## config.mk

```make
export PLATFORM = sky130hd
export DESIGN_NAME = file_delivery_pdu_header_parser
export DESIGN_NICKNAME = d
export VERILOG_FILES = /design/src/hdl/fdph_pkg.sv /design/src/hdl/fdph_in_stage.sv /design/src/hdl/fdph_decoder.sv /design/src/hdl/fdph_out_stage.sv /design/src/hdl/file_delivery_pdu_header_parser.sv
export SDC_FILE = /design/constraint.sdc
export NUM_CORES = 1
export LEC_CHECK = 0
export BUFFER_PORTS_ARGS = -buffer_cell sky130_fd_sc_hd__clkbuf_2
export CORE_MARGIN = 2
export CORE_UTILIZATION = 55
export DETAILED_ROUTE_END_ITERATION = 12
export PLACE_DENSITY_LB_ADDON = 0.1
export RECOVER_POWER = 100
export SYNTH_ARGS = -nofsm -noshare
export SYNTH_HDL_FRONTEND = slang
export SYNTH_SLANG_ARGS = --single-unit
```

## constraint.sdc

```tcl
create_clock -name aclk -period 27 [get_ports aclk]
set_input_delay 5.4 -clock aclk [delete_from_list [all_inputs] [get_ports aclk]]
set_output_delay 5.4 -clock aclk [all_outputs]
set_load 0.005 [all_outputs]
```

## src/hdl/fdph_pkg.sv

```systemverilog
package fdph_pkg;

    typedef logic [4:0] pos_t;
    typedef logic [5:0] span_t;

    typedef struct packed {
        logic [7:0] data_byte;
        logic       first_of_header;
        logic       last_of_input;
    } in_item_t;

    typedef struct packed {
        logic [2:0]  version_number;
        logic [6:0]  control_flags;
        logic [15:0] data_length;
        logic [3:0]  id_byte_count;
        logic [3:0]  sequence_byte_count;
        logic [63:0] source_id;
        logic [63:0] sequence_number;
        logic [63:0] dest_id;
        logic        status;
    } out_item_t;

    // byte positions of the fixed part of the header
    localparam pos_t POS_BYTE0  = 5'd0;
    localparam pos_t POS_LEN_HI = 5'd1;
    localparam pos_t POS_LEN_LO = 5'd2;
    localparam pos_t POS_FLAGS  = 5'd3;

    localparam span_t FIXED_HDR_BYTES = 6'd4;

    localparam int unsigned CRC_FLAG_BIT  = 1;
    localparam logic [15:0] CRC_LEN_BYTES = 16'd4;

    localparam logic STATUS_OK    = 1'b0;
    localparam logic STATUS_SHORT = 1'b1;

endpackage

```

## src/hdl/fdph_in_stage.sv

```systemverilog
module fdph_in_stage (
    input  logic               aclk,
    input  logic               aresetn,
    input  logic               s_valid,
    output logic               s_ready,
    input  fdph_pkg::in_item_t s_item,
    input  logic               advance,
    output logic               item_valid,
    output fdph_pkg::in_item_t item
);
    import fdph_pkg::*;

    logic     valid_reg, valid_next;
    in_item_t item_reg, item_next;

    // stage frees up in the same cycle it hands its item on
    assign s_ready = !valid_reg || advance;

    always_comb begin
        valid_next = valid_reg;
        item_next  = item_reg;
        if (s_ready) begin
            valid_next = s_valid;
            item_next  = s_item;
        end
    end

    always_ff @(posedge aclk) begin
        if (!aresetn) begin
            valid_reg <= 1'b0;
        end else begin
            valid_reg <= valid_next;
        end
        item_reg <= item_next;
    end

    assign item_valid = valid_reg;
    assign item       = item_reg;

endmodule

```

## src/hdl/fdph_decoder.sv

```systemverilog
module fdph_decoder (
    input  logic                aclk,
    input  logic                aresetn,
    input  logic                en,
    input  fdph_pkg::in_item_t  item,
    output logic                res_valid,
    output fdph_pkg::out_item_t res
);
    import fdph_pkg::*;

    pos_t        pos_reg, pos_next;
    logic [7:0]  byte0_reg, byte0_next;
    logic [15:0] len_reg, len_next;
    logic [7:0]  byte3_reg, byte3_next;
    logic [63:0] src_reg, src_next;
    logic [63:0] seq_reg, seq_next;
    logic [63:0] dst_reg, dst_next;

    pos_t        pos;
    logic [7:0]  byte3_cur;
    logic [3:0]  id_len, seq_len;
    span_t       src_end, seq_end, total;
    logic        done;
    logic [15:0] len_out;

    always_comb begin
        pos        = item.first_of_header ? POS_BYTE0 : pos_reg;
        byte3_cur  = (pos == POS_FLAGS) ? item.data_byte : byte3_reg;
        id_len     = {1'b0, byte3_cur[6:4]} + 4'd1;
        seq_len    = {1'b0, byte3_cur[2:0]} + 4'd1;
        src_end    = FIXED_HDR_BYTES + {2'b00, id_len};
        seq_end    = src_end + {2'b00, seq_len};
        total      = seq_end + {2'b00, id_len};

        byte0_next = byte0_reg;
        len_next   = len_reg;
        byte3_next = byte3_reg;
        src_next   = src_reg;
        seq_next   = seq_reg;
        dst_next   = dst_reg;

        if (pos == POS_BYTE0) begin
            byte0_next = item.data_byte;
            len_next   = '0;
            byte3_next = '0;
            src_next   = '0;
            seq_next   = '0;
            dst_next   = '0;
        end else if (pos inside {POS_LEN_HI, POS_LEN_LO}) begin
            len_next = {len_reg[7:0], item.data_byte};
        end else if (pos == POS_FLAGS) begin
            byte3_next = item.data_byte;
        end else if ({1'b0, pos} < src_end) begin
            src_next = {src_reg[55:0], item.data_byte};
        end else if ({1'b0, pos} < seq_end) begin
            seq_next = {seq_reg[55:0], item.data_byte};
        end else begin
            dst_next = {dst_reg[55:0], item.data_byte};
        end

        done = (pos >= POS_FLAGS) && (({1'b0, pos} + 6'd1) >= total);

        len_out = byte0_next[CRC_FLAG_BIT] ? (len_next - CRC_LEN_BYTES) : len_next;

        if (done || item.last_of_input) begin
            pos_next = POS_BYTE0;
        end else begin
            pos_next = pos + 5'd1;
        end
    end

    // completion wins over end of input; a short header gives all-zero fields with status STATUS_SHORT
    always_comb begin
        res = '0;
        if (done) begin
            res.version_number      = byte0_next[7:5];
            res.control_flags       = {byte0_next[4:0], byte3_next[7], byte3_next[3]};
            res.data_length         = len_out;
            res.id_byte_count       = id_len;
            res.sequence_byte_count = seq_len;
            res.source_id           = src_next;
            res.sequence_number     = seq_next;
            res.dest_id             = dst_next;
            res.status              = STATUS_OK;
        end else begin
            res.status = STATUS_SHORT;
        end
        res_valid = en && (done || item.last_of_input);
    end

    always_ff @(posedge aclk) begin
        if (!aresetn) begin
            pos_reg <= POS_BYTE0;
        end else if (en) begin
            pos_reg <= pos_next;
        end
        if (en) begin
            byte0_reg <= byte0_next;
            len_reg   <= len_next;
            byte3_reg <= byte3_next;
            src_reg   <= src_next;
            seq_reg   <= seq_next;
            dst_reg   <= dst_next;
        end
    end

endmodule

```

## src/hdl/fdph_out_stage.sv

```systemverilog
module fdph_out_stage (
    input  logic                aclk,
    input  logic                aresetn,
    input  logic                load,
    input  fdph_pkg::out_item_t res,
    output logic                room,
    output logic                m_valid,
    input  logic                m_ready,
    output fdph_pkg::out_item_t m_item
);
    import fdph_pkg::*;

    logic      valid_reg, valid_next;
    out_item_t item_reg, item_next;

    assign room = !valid_reg || m_ready;

    always_comb begin
        valid_next = valid_reg;
        item_next  = item_reg;
        if (room) begin
            valid_next = load;
            item_next  = res;
        end
    end

    always_ff @(posedge aclk) begin
        if (!aresetn) begin
            valid_reg <= 1'b0;
        end else begin
            valid_reg <= valid_next;
        end
        item_reg <= item_next;
    end

    assign m_valid = valid_reg;
    assign m_item  = item_reg;

endmodule

```

## src/hdl/file_delivery_pdu_header_parser.sv

```systemverilog
// Channel  Direction  Payload      Handshake
// s_       in         in_item_t    s_valid / s_ready, one header byte per request
// m_       out        out_item_t   m_valid / m_ready, one decoded header or error
//
// One byte per cycle sustained while the m_ side takes results; the byte that ends
// the header passes the input register, then is decoded into the result register.
// Synchronous active-low reset clears the valid flags and the byte position.
// A stalled m_ side holds the pipe; the input register still fills behind it.

module file_delivery_pdu_header_parser (
    input  logic                aclk,
    input  logic                aresetn,
    input  logic                s_valid,
    output logic                s_ready,
    input  fdph_pkg::in_item_t  s_item,
    output logic                m_valid,
    input  logic                m_ready,
    output fdph_pkg::out_item_t m_item
);
    import fdph_pkg::*;

    logic      item_valid;
    in_item_t  item;
    logic      room;
    logic      advance;
    logic      res_valid;
    out_item_t res;

    assign advance = item_valid && room;

    fdph_in_stage u_in (
        .aclk       (aclk),
        .aresetn    (aresetn),
        .s_valid    (s_valid),
        .s_ready    (s_ready),
        .s_item     (s_item),
        .advance    (advance),
        .item_valid (item_valid),
        .item       (item)
    );

    fdph_decoder u_dec (
        .aclk      (aclk),
        .aresetn   (aresetn),
        .en        (advance),
        .item      (item),
        .res_valid (res_valid),
        .res       (res)
    );

    fdph_out_stage u_out (
        .aclk    (aclk),
        .aresetn (aresetn),
        .load    (res_valid),
        .res     (res),
        .room    (room),
        .m_valid (m_valid),
        .m_ready (m_ready),
        .m_item  (m_item)
    );

endmodule

```

==> impl_results.md, run 1 <==
* Post-synthesis sequential area ratio at 70.7%
* Combinational share of power at 5.2%
* Area of the multi-input gates at 0.00528 mm^2
* Clock group share of total power at 39.4%
* Detailed Place HPWL at 25900 um
* Worst setup margin at 10.74 ns
* DR pass1 iterations at 5
* Flop and latch count out of synthesis at 468
* Critical path endpoint category: flip-flop
* Starting DRT DRC Count at 976
* Post-synth ARST share at 0%
* I/O Pins at 243
* Hold path start: u_dec.byte0_reg[0]
* Row Count at 69
* Post-Syn Area at between 0.015 and 0.02 mm^2
* Slew Viols, Final at a little under 900
* PwrDens at 66.7 mW/mm^2
* I/O Buffers at about 240
* Total of max-cap violations at 13
* Synth Flop Type: edfxtp_1
* Routed WL per cell at 19.4 um
* Final Cycle Share at 60.2%
* P_sw at ~320 uW
* Nets at 1690
* Final Hold Viols at 0
* DP Cell Count at 2060
* Yosys warns at 0
* CTS tree: done
* Fill cells at 2796
* Syn Nets at around 1.5k
* Tot GR Track Use at a little over a fifth
* R2R Setup Slk at ~14 ns
* Post-route ant nets at 0
* Post-layout min period at 16.26 ns
* Htree depth at 2
* Max-Slew Margin vs Limit at -334%
* Hold depth at 2
* Clk Latency, worst-skew pair at 0.56 ns
* Global-route wire length before repair at 64900 um
* Post-CTS Hold Fix Bufs at 0
* Die ar. at 0.0375 mm^2
* Ratio of cells with drive above 1 in the final layout at 12.8%
* Startpoint Class: input port
* Congestion Overflow GR at 0
* Max FFs per register at 227
* VDD IR max at 0.0460 mV
* RSZ-0062 raised after global routing: false
* Number of buffers created by CTS at 47
* Clock buffer depth at 3
* DP Worst Slack at 15.02 ns
* Outcome: finished, violations left
* Failing checks: max-capacitance violations, max-slew violations
* Commonest non-fill, non-tap cell in the layout: edfxtp_1
* Leading area contributor after synthesis: edfxtp_1
* Synth area leaders: edfxtp_1, mux2i_1, nor2_1
* Vias per cell at 5.46
* Antenna diodes at 0
* Sequential power share at 55.4%
* Final setup viols at 0
* Gates resized, CTS repair at 0
* Fmax at slightly above 0.06 GHz
* Top cell type's share of synthesized area at 70.0%
* Via count at 11.7k
* Total Wirelength at 41700 um
* Data arrival, critical path at 15.94 ns
* Post-Synthesis Cells at roughly 1.4k
* CP required at about 27 ns
* R2R depth at 24
* Largest net degree at the start of global routing at 146
* Initial antenna violation count at 0
* Initial core utilization at a little under three fifths
* Setup bufs post-CTS at 0
* Synth Area per Inst at 13.9 um^2
* Power Internal at 1180 uW
* Register area at 0.0140 mm^2
* P&R area growth vs syn at 13.8%
* Vias in the first global route at ~11k
* R2R Path End: u_out.m_item[46]
* Number of flops mapped to enable cells by yosys at 461
* Min-Delay Endpoint: u_dec.byte0_reg[0]
* Root buf cell: clkbuf_16
* Layout Skew at 0.0207 ns
* CP Max Fanout at 145
* Sw Ratio at a little over a fifth
* Non-filler cells, final at 2145
* Clk sinks at 468
* Worst-margin pin slew at 6.47 ns
* DRC Markers at 0
* Worst-path clk slew at 0.06 ns
* Placer Congestion at between 0.8 and 0.9
* Commonest non-fill, non-tap cells in the layout: edfxtp_1, nor2_1, mux2i_1
* DIE HEIGHT at 194 um
* Pleak at 0.00935 uW
* Die outline width at 194 um
* Core area at 0.0355 mm^2
* Hold Path Class: reg2reg
* Netlist cell types at 58
* Critical path class: in2reg
* R2r startpoint: u_in.item[1]
* Final setup TNS at 0 ns
logic make-up (layout without fill, tap and decap cells):
group / Yosys count / after routing / share of synthesized area, %
DFF: 468 / 468 / 70.7
and+or+nand+nor: 516 / 516 / 10.7
xor gates and xnor gates: 25 / 25 / 1.11
AOI/OAI and AO/OA: 78 / 78 / 2.94
adders and majority gates: 28 / 28 / 1.77
muxes: 201 / 201 / 10.2
buffers and inverters: 101 / 368 / 2.49
final cells by class:
type / count / area share (%)
sequential: 468 / 62.2
multi-input combinational: 848 / 23.5
clock buffer: 66 / 5.69
timing repair buffer: 257 / 5.12
tap: 461 / 2.57
inverter: 26 / 0.473
clock inverter: 19 / 0.467
critical path: stages:
cell and delay, ns:
clkbuf_2 0.08, nor2b_1 0.28, clkinvlp_2 4.81, nand2_1 2.93, inv_8 0.61, clkbuf_1 1.72
worst max-delay path by stage:
stage / startpoint / to / slack [ns] / depth (start not counted)
6_report: m_ready / u_dec.dst_reg[20] / 10.74 / 6
5_1_grt: m_ready / u_dec.dst_reg[1] / 9.35 / 6
4_1_cts: m_ready / s_ready / 15.02 / 4
3_5_place_dp: m_ready / s_ready / 15.02 / 4
3_3_place_gp: m_ready / s_ready / 15.09 / 4
2_1_floorplan: m_ready / u_dec.byte0_reg[0] / 10.85 / 4
metal layers:
layer	wire length [um]	vias to the layer above	global-route usage, %	part of all wire (%)
li1	-	5556	-	-
met1	18600	5752	32.2	45
met2	20000	343	34.3	48
met3	2190	63	3.40	5.3
met4	891	0	6.02	2.1
met5	0	-	0	0
Yosys cell counts, types with 2 or more instances:
cell type	instances
or2_1	2
a22o_1	13
nand4_1	2
a21o_1	3
a32oi_1	3
a21oi_1	18
nor2b_1	18
clkbuf_1	49
inv_1	23
or2_2	2
dfxtp_1	7
nor3b_1	2
a22oi_1	7
ha_1	28
nand3_1	5
buf_4	13
nand2_1	35
xnor2_1	14
and3_1	2
o21ai_0	10
a211oi_1	6
mux2i_1	199
inv_2	3
o221ai_1	3
nand2b_1	3
nor3_1	12
edfxtp_1	461
a31oi_1	2
xor2_1	11
nor2_1	419
and2_1	3
buf_2	4
or3_1	3
buf_6	8
power by group through the flow:
stage | sequential, uW | combinational (uW) | clock (uW)
floorplan | 842 | 53.8 | 0
global placement | 844 | 74.8 | 0
detailed placement | 844 | 76.2 | 0
CTS | 829 | 76.7 | 604
global route | 833 | 86.3 | 627
finish | 831 | 77.6 | 591
through the flow:
stage | area (um^2) | hold WS (ns) | total power (uW) | util, %
floorplan | 19800 | 0.509 | 896 | -
global placement | 21300 | 0.526 | 918 | 60.2
detailed placement | 21300 | 0.533 | 921 | 60.2
CTS | 22700 | 0.548 | 1510 | 64.1
global route | 22500 | 0.571 | 1550 | 63.4
finish | 22500 | 0.548 | 1500 | 63.4
Note: power is estimated with default switching activity, not from simulation.
==> run 2, diff against run 1 <==
Settings changed: CORE_UTILIZATION 55 to 52.
Clock period 27 ns to 14.1 ns, I/O delays scaled along.
==> run 2 against run 1 <==
  * The flow still finishes with violations (max-capacitance violations, max-slew violations)
  * First-iteration DRC count is 5.8% lower
  * Combinational power is 93% higher
  * Flip-flop and latch count stayed put
  * Non-clock buffer count is 1 higher
  * Highest routed layer unchanged
==> impl_results.md, run 2 (same netlist as run 1, synthesis figures left out) <==
* Critical path's slowest cell: nand2b_1
* Vias in the first global route at 11.2k (-2.7%)
* Data arrival, critical path at 10.57 ns (-5.37 ns)
* Failing checks: max-capacitance violations, max-slew violations
* Routed WL per cell at 19.3 um (-0.88%)
* Core area at 0.0376 mm^2 (+5.9%)
* Hold Path Class: reg2reg
* CP required at 14.37 ns (-12.31 ns)
* DRC Markers at 0 (unchanged)
* CTS tree: done
* Slew Viols, Final at 785 (-10%)
* Register area at 0.0140 mm^2 (unchanged)
* Nets at 1691 (+0.059%)
* Initial core utilization at 52.6% (-3.1 points)
* DR pass1 iterations at 5 (unchanged)
* Clk Latency, worst-skew pair at 0.56 ns (about the same)
* R2R Setup Slk at 3.80 ns (-10.16 ns)
* I/O Buffers at 242 (unchanged)
* Commonest non-fill, non-tap cell in the layout: edfxtp_1
* Root buf cell: clkbuf_16
* Initial antenna violation count at 0 (unchanged)
* Sw Ratio at 21.2% (-0.24 points)
* Critical path endpoint category: flip-flop
* Crit path buffers/inverters at 2 (-2)
* Layout Skew at 0.0145 ns (-0.00625 ns)
* CP Max Fanout at 97 (-33%)
* Worst-path clk slew at 0.06 ns (about the same)
* Post-layout min period at 10.30 ns
* Sequential power share at 54.7% (-0.7 points)
* Max-Slew Margin vs Limit at -206% (+130 points)
* Starting DRT DRC Count at 919 (-5.8%)
* Setup bufs post-CTS at 0 (unchanged)
* PwrDens at 129 mW/mm^2 (+93%)
* Min Hold Slack at 0.545 ns (-0.00275 ns)
* Fmax at around 0.097 GHz
* P_sw at 614 uW (+91%)
* Clock buffer depth at 3 (unchanged)
* VDD IR max at 0.106 mV (+130%)
* Worst-margin pin slew at 4.60 ns (-1.87 ns)
* Area of the multi-input gates at 0.00528 mm^2 (-0.12%)
* RSZ-0062 raised after global routing: false
* Detailed Place HPWL at 26200 um (+1.2%)
* Vias per cell at 5.33 (-2.5%)
* Final setup TNS at 0 ns (unchanged)
* Post-CTS Hold Fix Bufs at 0 (unchanged)
* Pleak at 0.00915 uW (-2.1%)
* DIE HEIGHT at 199 um (+2.8%)
* P&R area growth vs syn at 13.8% (about the same)
* Total of max-cap violations at 13 (unchanged)
* R2R depth at 23 (-4.2%)
* Tot GR Track Use at 21.1% (-0.76 points)
* Clk sinks at 468 (unchanged)
* Largest net degree at the start of global routing at 163 (+12%)
* Placer Congestion at 0.837 (+2.4%)
* Critical path origin: u_in.item[1]
* Die ar. at 0.0396 mm^2 (+5.6%)
* Antenna diodes at 0 (unchanged)
* Crit-path cells: nor2b_1 > ha_1 > nor4b_1 > nor2_1 > mux2_1 > ha_1 > xor2_1 > inv_1 > ha_1 > ha_1 > xor2_1 > ha_1 > and2_0 > o21a_1 > a41o_1 > xnor2_1 > ha_1 > a211oi_1 > o21ai_0 > o221ai_4 > nand2b_1 > buf_4 > nor2_1
* Gates resized, CTS repair at 0 (unchanged)
* R2r startpoint: u_in.item[1]
* Final Hold Viols at 0 (unchanged)
* WP depth at 23 (+17)
* Htree depth at 2 (unchanged)
* Max FFs per register at 227 (unchanged)
* I/O Pins at 243 (unchanged)
* Global-route wire length before repair at 63500 um (-2.2%)
* Startpoint Class: flip-flop
* Final Cycle Share at 73.1%
* Fill cells at 3068 (+9.7%)
* Power Internal at 2280 uW (+94%)
* Final setup viols at 0 (unchanged)
* Critical path class: reg2reg
* CP peak stage delay at 2.85 ns (-1.96 ns)
* Critical path's most frequent cell: ha_1
* Die outline width at 199 um (+2.8%)
* Row Count at 71 (+2.9%)
* Total Wirelength at 42200 um (+1.2%)
* Outcome: finished, violations left
* R2R Path End: u_out.m_item[51]
* Combinational share of power at 5.2% (about the same)
* Congestion Overflow GR at 0 (unchanged)
* Via count at 11.7k (-0.44%)
* Commonest non-fill, non-tap cells in the layout: edfxtp_1, nor2_1, mux2i_1
* Clock group share of total power at 40.1% (+0.7 points)
* Number of buffers created by CTS at 47 (unchanged)
* CP top delay family: simple AND/OR/NAND/NOR gates
* Critical Path Sink: u_out.m_item[51]
* Post-route ant nets at 0 (unchanged)
* Ratio of cells with drive above 1 in the final layout at 9.17% (-3.6 points)
## run 2: cell count changes in the layout (fill, tap and decap cells not counted), moves of 2 or more
cell	delta
clkbuf_2	-66
clkbuf_1	+56
bufinv_16	+3
clkinv_1	-2
clkinv_2	+5
buf_4	+3
## run 2: tightest hold or removal path, cell delays in order, from the launching register on
cell,delay [ns]
edfxtp_1,0.32
nand2_1,0.06
nand2_1,0.06
## run 2: layout make-up
type                    count  area share, %
clock inverters            22          0.801
repair buffers            258           4.82
clock buffers              57           5.40
inverters                  26          0.473
multi-input cells         848           23.5
well taps                 511           2.84
flip-flops and latches    468           62.2
## run 2: how the worst min path moves through the flow
stage	from	end	slack (ns)	cells past startpoint
finish	u_dec.byte0_reg[7]	u_dec.byte0_reg[7]	0.54	2
global route	u_dec.byte0_reg[6]	u_dec.byte0_reg[6]	0.57	2
CTS	u_dec.byte0_reg[0]	u_dec.byte0_reg[0]	0.55	2
detailed placement	u_dec.byte0_reg[0]	u_dec.byte0_reg[0]	0.53	2
global placement	u_dec.byte0_reg[7]	u_dec.byte0_reg[7]	0.53	2
floorplan	u_dec.byte0_reg[0]	u_dec.byte0_reg[0]	0.51	2
## run 2: metal layers
layer / vias to the layer above / part of all wire (%) / global-route usage [%]
li1: 5559 / - / -
met1: 5727 / 46 / 30.8
met2: 316 / 47 / 33.0
met3: 60 / 5.3 / 3.39
met4: 0 / 2.1 / 6.00
met5: - / 0 / 0
## run 2: power by group through the flow
| stage | registers, uW | logic, uW | clock network (uW) |
|---|---|---|---|
| final | 1590 | 150 | 1160 |
| after global routing | 1590 | 167 | 1240 |
| after CTS | 1590 | 150 | 1180 |
| after detailed placement | 1610 | 149 | 0 |
| after global placement | 1610 | 147 | 0 |
| after floorplan | 1610 | 103 | 0 |
## run 2: metrics by stage
stage          utilization, %  instances  setup slack (ns)  total power [uW]  area [um^2]
3_5_place_dp             57.0       2111              6.19              1760        21400
3_3_place_gp             57.0       2111              6.45              1760        21400
2_1_floorplan               -       1417             0.527              1710        19800
6_report                 59.8       2190              3.80              2900        22500
5_1_grt                  59.8       2190              2.90              3000        22500
4_1_cts                  60.7       2190              6.18              2920        22800
